==> src/ncbc_pkg.sv <==
// ----------------------------------------------------------------------------
// ncbc_pkg: shared types, codes and helpers for the normal cone cull unit
// Holds the verdict codes, configuration register indexes, the stage
// records that move between modules, and one square root recurrence step.
// ----------------------------------------------------------------------------
package ncbc_pkg;

  // Verdict codes carried on the result item.
  localparam logic [1:0] VERDICT_REJECT  = 2'd0;
  localparam logic [1:0] VERDICT_NO_CONE = 2'd1;
  localparam logic [1:0] VERDICT_INSIDE  = 2'd2;
  localparam logic [1:0] VERDICT_KEPT    = 2'd3;

  // Configuration register indexes.
  localparam logic [1:0] CFG_VIEWER_X = 2'd0;
  localparam logic [1:0] CFG_VIEWER_Y = 2'd1;
  localparam logic [1:0] CFG_VIEWER_Z = 2'd2;

  // Square root pipeline geometry: a 72-bit radicand gives a 36-bit root.
  localparam int SQ_STAGES = 36;
  localparam int LANES     = 3;
  localparam int LANE_T    = 0;  // squared view distance (doubled units)
  localparam int LANE_D    = 1;  // squared half-diagonal (doubled units)
  localparam int LANE_S    = 2;  // one minus cosine squared, Q4.28

  // Registered differences after the first stage.
  typedef struct packed {
    logic [34:0] tx;
    logic [34:0] ty;
    logic [34:0] tz;
    logic [32:0] dx;
    logic [32:0] dy;
    logic [32:0] dz;
    logic [15:0] ax;
    logic [15:0] ay;
    logic [15:0] az;
    logic [15:0] cc;
    logic        cone;
  } diff_t;

  // Registered products after the second stage.
  typedef struct packed {
    logic [69:0] tsx;
    logic [69:0] tsy;
    logic [69:0] tsz;
    logic [65:0] dsx;
    logic [65:0] dsy;
    logic [65:0] dsz;
    logic [50:0] px;
    logic [50:0] py;
    logic [50:0] pz;
    logic [28:0] csq;
    logic        cone;
  } prod_t;

  // Radicands and dot product handed to the square root pipeline.
  typedef struct packed {
    logic [71:0] t2;
    logic [71:0] d2;
    logic [71:0] rad;
    logic [52:0] p;
    logic        cone;
  } sqin_t;

  // Data that rides beside the square root lanes.
  typedef struct packed {
    logic [52:0] p;
    logic [1:0]  verdict;
  } side_t;

  // State of one square root lane.
  typedef struct packed {
    logic [71:0] rad;
    logic [37:0] rem;
    logic [35:0] root;
  } sq_lane_t;

  // One restoring square root step: brings down two radicand bits and
  // decides one root bit.
  function automatic sq_lane_t sq_step(input sq_lane_t a);
    sq_lane_t    res;
    logic [37:0] r;
    logic [37:0] trial;
    r     = {a.rem[35:0], a.rad[71:70]};
    trial = {a.root, 2'b01};
    res.rad = {a.rad[69:0], 2'b00};
    if (r >= trial) begin
      res.rem  = r - trial;
      res.root = {a.root[34:0], 1'b1};
    end else begin
      res.rem  = r;
      res.root = {a.root[34:0], 1'b0};
    end
    return res;
  endfunction

endpackage

==> src/ncbc_back.sv <==
// ----------------------------------------------------------------------------
// ncbc_back: facing test and output register
// Scales the view distance by the aperture sine, adds the sphere term,
// and compares against the dot product.
// ----------------------------------------------------------------------------
module ncbc_back (
  input  logic                 clk,
  input  logic                 rst,
  input  logic                 en,
  input  logic                 in_valid,
  input  logic [35:0]          root_t,
  input  logic [35:0]          root_d,
  input  logic [35:0]          root_s,
  input  ncbc_pkg::side_t      in_side,
  output logic                 out_valid,
  output logic                 rejected,
  output logic [1:0]           verdict
);

  logic            vm;
  logic [50:0]     prod;
  logic [47:0]     ldsh;
  ncbc_pkg::side_t sm;
  logic [51:0]     rhs;
  logic            face_away;

  // Multiply stage: sine times distance, sphere term as a shift.
  always_ff @(posedge clk) begin
    if (en) begin
      prod <= root_s[14:0] * root_t;
      ldsh <= {root_d[33:0], 14'b0};
      sm   <= in_side;
    end
  end

  assign rhs       = {1'b0, prod} + {4'b0, ldsh};
  assign face_away = $signed(sm.p) > $signed({1'b0, rhs});

  // Output register.
  always_ff @(posedge clk) begin
    if (en) begin
      if (sm.verdict == ncbc_pkg::VERDICT_KEPT && face_away) begin
        verdict  <= ncbc_pkg::VERDICT_REJECT;
        rejected <= 1'b1;
      end else begin
        verdict  <= sm.verdict;
        rejected <= 1'b0;
      end
    end
  end

  always_ff @(posedge clk) begin
    if (rst) begin
      vm        <= 1'b0;
      out_valid <= 1'b0;
    end else if (en) begin
      vm        <= in_valid;
      out_valid <= vm;
    end
  end

endmodule
==> config.mk <==
export PLATFORM = sky130hd
export DESIGN_NAME = ncbc_back
export DESIGN_NICKNAME = d
export VERILOG_FILES = /design/src/ncbc_pkg.sv /design/src/ncbc_back.sv
export SDC_FILE = /design/constraint.sdc
export NUM_CORES = 2
export LEC_CHECK = 0
export ABC_AREA = 0
export BUFFER_PORTS_ARGS = -buffer_cell sky130_fd_sc_hd__buf_2
export CAP_MARGIN = 10
export CELL_PAD_IN_SITES_DETAIL_PLACEMENT = 2
export CELL_PAD_IN_SITES_GLOBAL_PLACEMENT = 2
export CORE_ASPECT_RATIO = 0.6
export CORE_MARGIN = 5
export CORE_UTILIZATION = 37
export DETAILED_ROUTE_END_ITERATION = 8
export HOLD_SLACK_MARGIN = 0.12
export PLACE_DENSITY_LB_ADDON = 0.1
export SETUP_SLACK_MARGIN = 0.5
export SLEW_MARGIN = 10
export SYNTH_ARGS = -nofsm -noshare
export SYNTH_HDL_FRONTEND = slang
export SYNTH_SLANG_ARGS = --single-unit
==> constraint.sdc <==
create_clock -name clk -period 6.7 [get_ports clk]
set_input_delay 1.34 -clock clk [delete_from_list [all_inputs] [get_ports clk]]
set_output_delay 1.34 -clock clk [all_outputs]
set_load 0.02 [all_outputs]
==> results.cfg <==
[status]
status = complete, but fails checks
violations = setup timing

[worst_setup_path]
cp-end-kind = register
cp_cell_sequence = buf_12, buf_16, and2_1, fa_1, inv_1, fa_1, inv_1, fa_1, fa_1, fa_1, inv_1, fa_1, inv_1, ha_1, buf_4, and2_1, a221oi_2, o211ai_1, o31ai_4, o31ai_2, buf_4, a221oi_4, xnor2_1
crit_required_ns = 6.93
reg2reg_from = prod[14]
ff2ff_path_depth = 19
max_stage_delay_ns = 0.56
cp-startpoint = root_s[3]
timing.rr.end = rejected
crit_top_cell = fa_1
crit_arrival_ns = 7.25
worst-path-max-fanout = 7
critical_path.slowest_cell = fa_1
r2r_setup_slack_ns = 0.52
path_class = in -> reg
worstSetupStartpointType = input pin
crit_path_end = prod[47]

[timing]
hold_violations = 0
finalCriticalPeriod_ns = 7.027
skew_ns = 0.02229
setup_viol = 22
fin_crit_sh = 1.049
rsz0062_at_grt = true
worst_pin_slew_ns = 0.9880
slew-limit-headroom = 0.3344
finalMaxSlewViolations = 0
max_freq_mhz = 142.3
timing.final.ws_setup_ns = -0.3270

[placement]
dp_hpwl_um = 69180
place_congestion = 0.8472
dpl_cell_area_um2 = 28810
place.port_buffers = 147

[yosys]
synthTopCellsByCount = inv_1, fa_1, and2_1
async_flop_share = 0
synth-seq-cells = 145
yosys.cell_types.count = 70
ys_warn_count = 0
synthCells = 2575
syn_nets = 3384
synth_edf_count = 143
synth_top_cells_by_area = fa_1, edfxtp_1, ha_1
yosysTopAreaCell = fa_1
seq_area_frac_synth = 0.1746
synthFlopType = edfxtp_1
synth_area_per_cell_um2 = 9.640
synth_top_area_frac = 0.3556
syn_area_um2 = 24820
yosys.cell_count.top_type = inv_1

[floorplan]
die_area_um2 = 72540
coreArea_um2 = 66310
die_y_um = 210.6
pin_count = 171
die_w_um = 344.4
initial_core_util = 0.3744
fp-row-count = 73

[cts]
cts_tree = done
cts_buffer_depth = 3
hold_buffers = 0
cts_sinks = 145
numCtsBuffers = 25
htreeDepth = 4
clkLatencyLatePin_ns = 0.49
clk_pin_slew_ns = 0.06
cts_root_buf = clkbuf_16

[final_layout]
utilization = 0.4852
regArea_um2 = 4334
num-fill-cells = 6890
nets = 3809
multi_input_area_um2 = 19510
drive_gt1_frac = 0.2889
areaGrowthSynthToFinish_pct = 29.60
stdcell_area_um2 = 32170

[grt]
track_usage = 0.2571
grt_pass1_vias = 24200
antenna_found_initial = 4
grt-ovfl-total = 0
grt_start_max_net_pins = 94
grt_pass1_wl_um = 143600

[job]
cap_violations = 0

[detailed_routing]
dr.first_iter.drc_count = 1087
dr_total_vias = 20370
drtPass1Iterations = 5
drc = 0
drt-total-wl_um = 99290
routedWlPerCell_um = 25.42
drtAntennaViolNets = 0
viasPerCell = 5.215

[min_path]
hold_start = vm
hold_class = reg -> reg
## critical path, delay by kind of cell
kind	cells	cell delay [ns]
adder cells (fa/ha/maj)	7	3.38
AO/OA/AOI/OAI	5	1.22
buffers and inverters	8	0.85
AND/OR/NAND/NOR	2	0.35
XOR/XNOR	1	0.09
## routing by layer
layer,part of all wire,global-route usage
met1,0.44,0.3455
met2,0.51,0.4502
met5,0.00013,0
met4,0.019,0.03412
met3,0.040,0.04414
## flip-flops by register name (all words and copies together), names as in the netlist
register   cells
prod          51
vm             1
out_valid      1
sm            55
verdict        2
ldsh          34
rejected       1
## per-stage QoR
stage | std cells | TNS (ns) | setup WS, ns | hold slack, ns
after detailed placement | 3778 | -23.76 | -1.001 | 0.5024
after global routing | 3905 | -7.101 | -0.4577 | 0.5410
after global placement | 3778 | -20.01 | -0.8756 | 0.4667
after CTS | 3876 | -0.09240 | -0.04791 | 0.5187
after floorplan | 2575 | -0.2973 | -0.07293 | 0.4601
final | 3906 | -4.477 | -0.3270 | 0.5152
## final cells by class
| cell class | instances | share of cell area |
|---|---|---|
| diodes | 1 | 0.00007778 |
| well taps | 900 | 0.03500 |
| repair buffers | 511 | 0.1440 |
| flip-flops and latches | 145 | 0.1347 |
| clock inverters | 5 | 0.001478 |
| multi-input cells | 1817 | 0.6064 |
| clock buffers | 27 | 0.01999 |
| inverters | 500 | 0.05834 |
## timing repair
action / in CTS / in global routing
setup endpoints to repair: 38 / 38
cloned: 13 / 2
resized for setup: 323 / 137
buffers inserted: 53 / 27
pin swaps: 183 / 106
## kinds of logic (layout without fill, tap and decap cells)
group           after synthesis  after routing  share of synthesized area
compound gates              327            327                    0.08851
xor+xnor                     76             76                    0.02681
fa+ha+maj                   642            642                     0.4570
buf+inv                     613           1043                    0.09309
flops                       145            145                     0.1746
mux                           3              3                   0.001260
other cells                   0              1                          0
simple gates                769            769                     0.1588
## worst min path at each step
| stage | end | slack, ns | cells past startpoint |
|---|---|---|---|
| 2_1_floorplan | vm | 0.46 | 2 |
| 3_3_place_gp | out_valid | 0.47 | 2 |
| 3_5_place_dp | vm | 0.50 | 2 |
| 4_1_cts | vm | 0.52 | 2 |
| 5_1_grt | vm | 0.54 | 2 |
| 6_report | vm | 0.52 | 2 |
## placed cells by master (no fill, tap or decap), drive strengths merged, types with 4 or more instances in the layout
cell and count:
edfxtp 143, ha 201, a21o 73, and3 11, xnor2 43, fa 441, clkinv 4, o21bai 9
o31ai 6, nand3 20, o211ai 7, a221oi 4, a21boi 5, nand2b 9, xor2 33, and2 316
nand4 24, and4 6, buf 506, inv 500, nand2 302, clkbuf 29, o21a 9, o21ai 57
nor2 47, nor4 4, a21oi 109, a211oi 11, nor2b 5, a31oi 14, nor3 8, or2 5
Power is left out: the tool's default activity adds up to more than one toggle a clock period on the data nets, which glitch-free logic cannot reach.
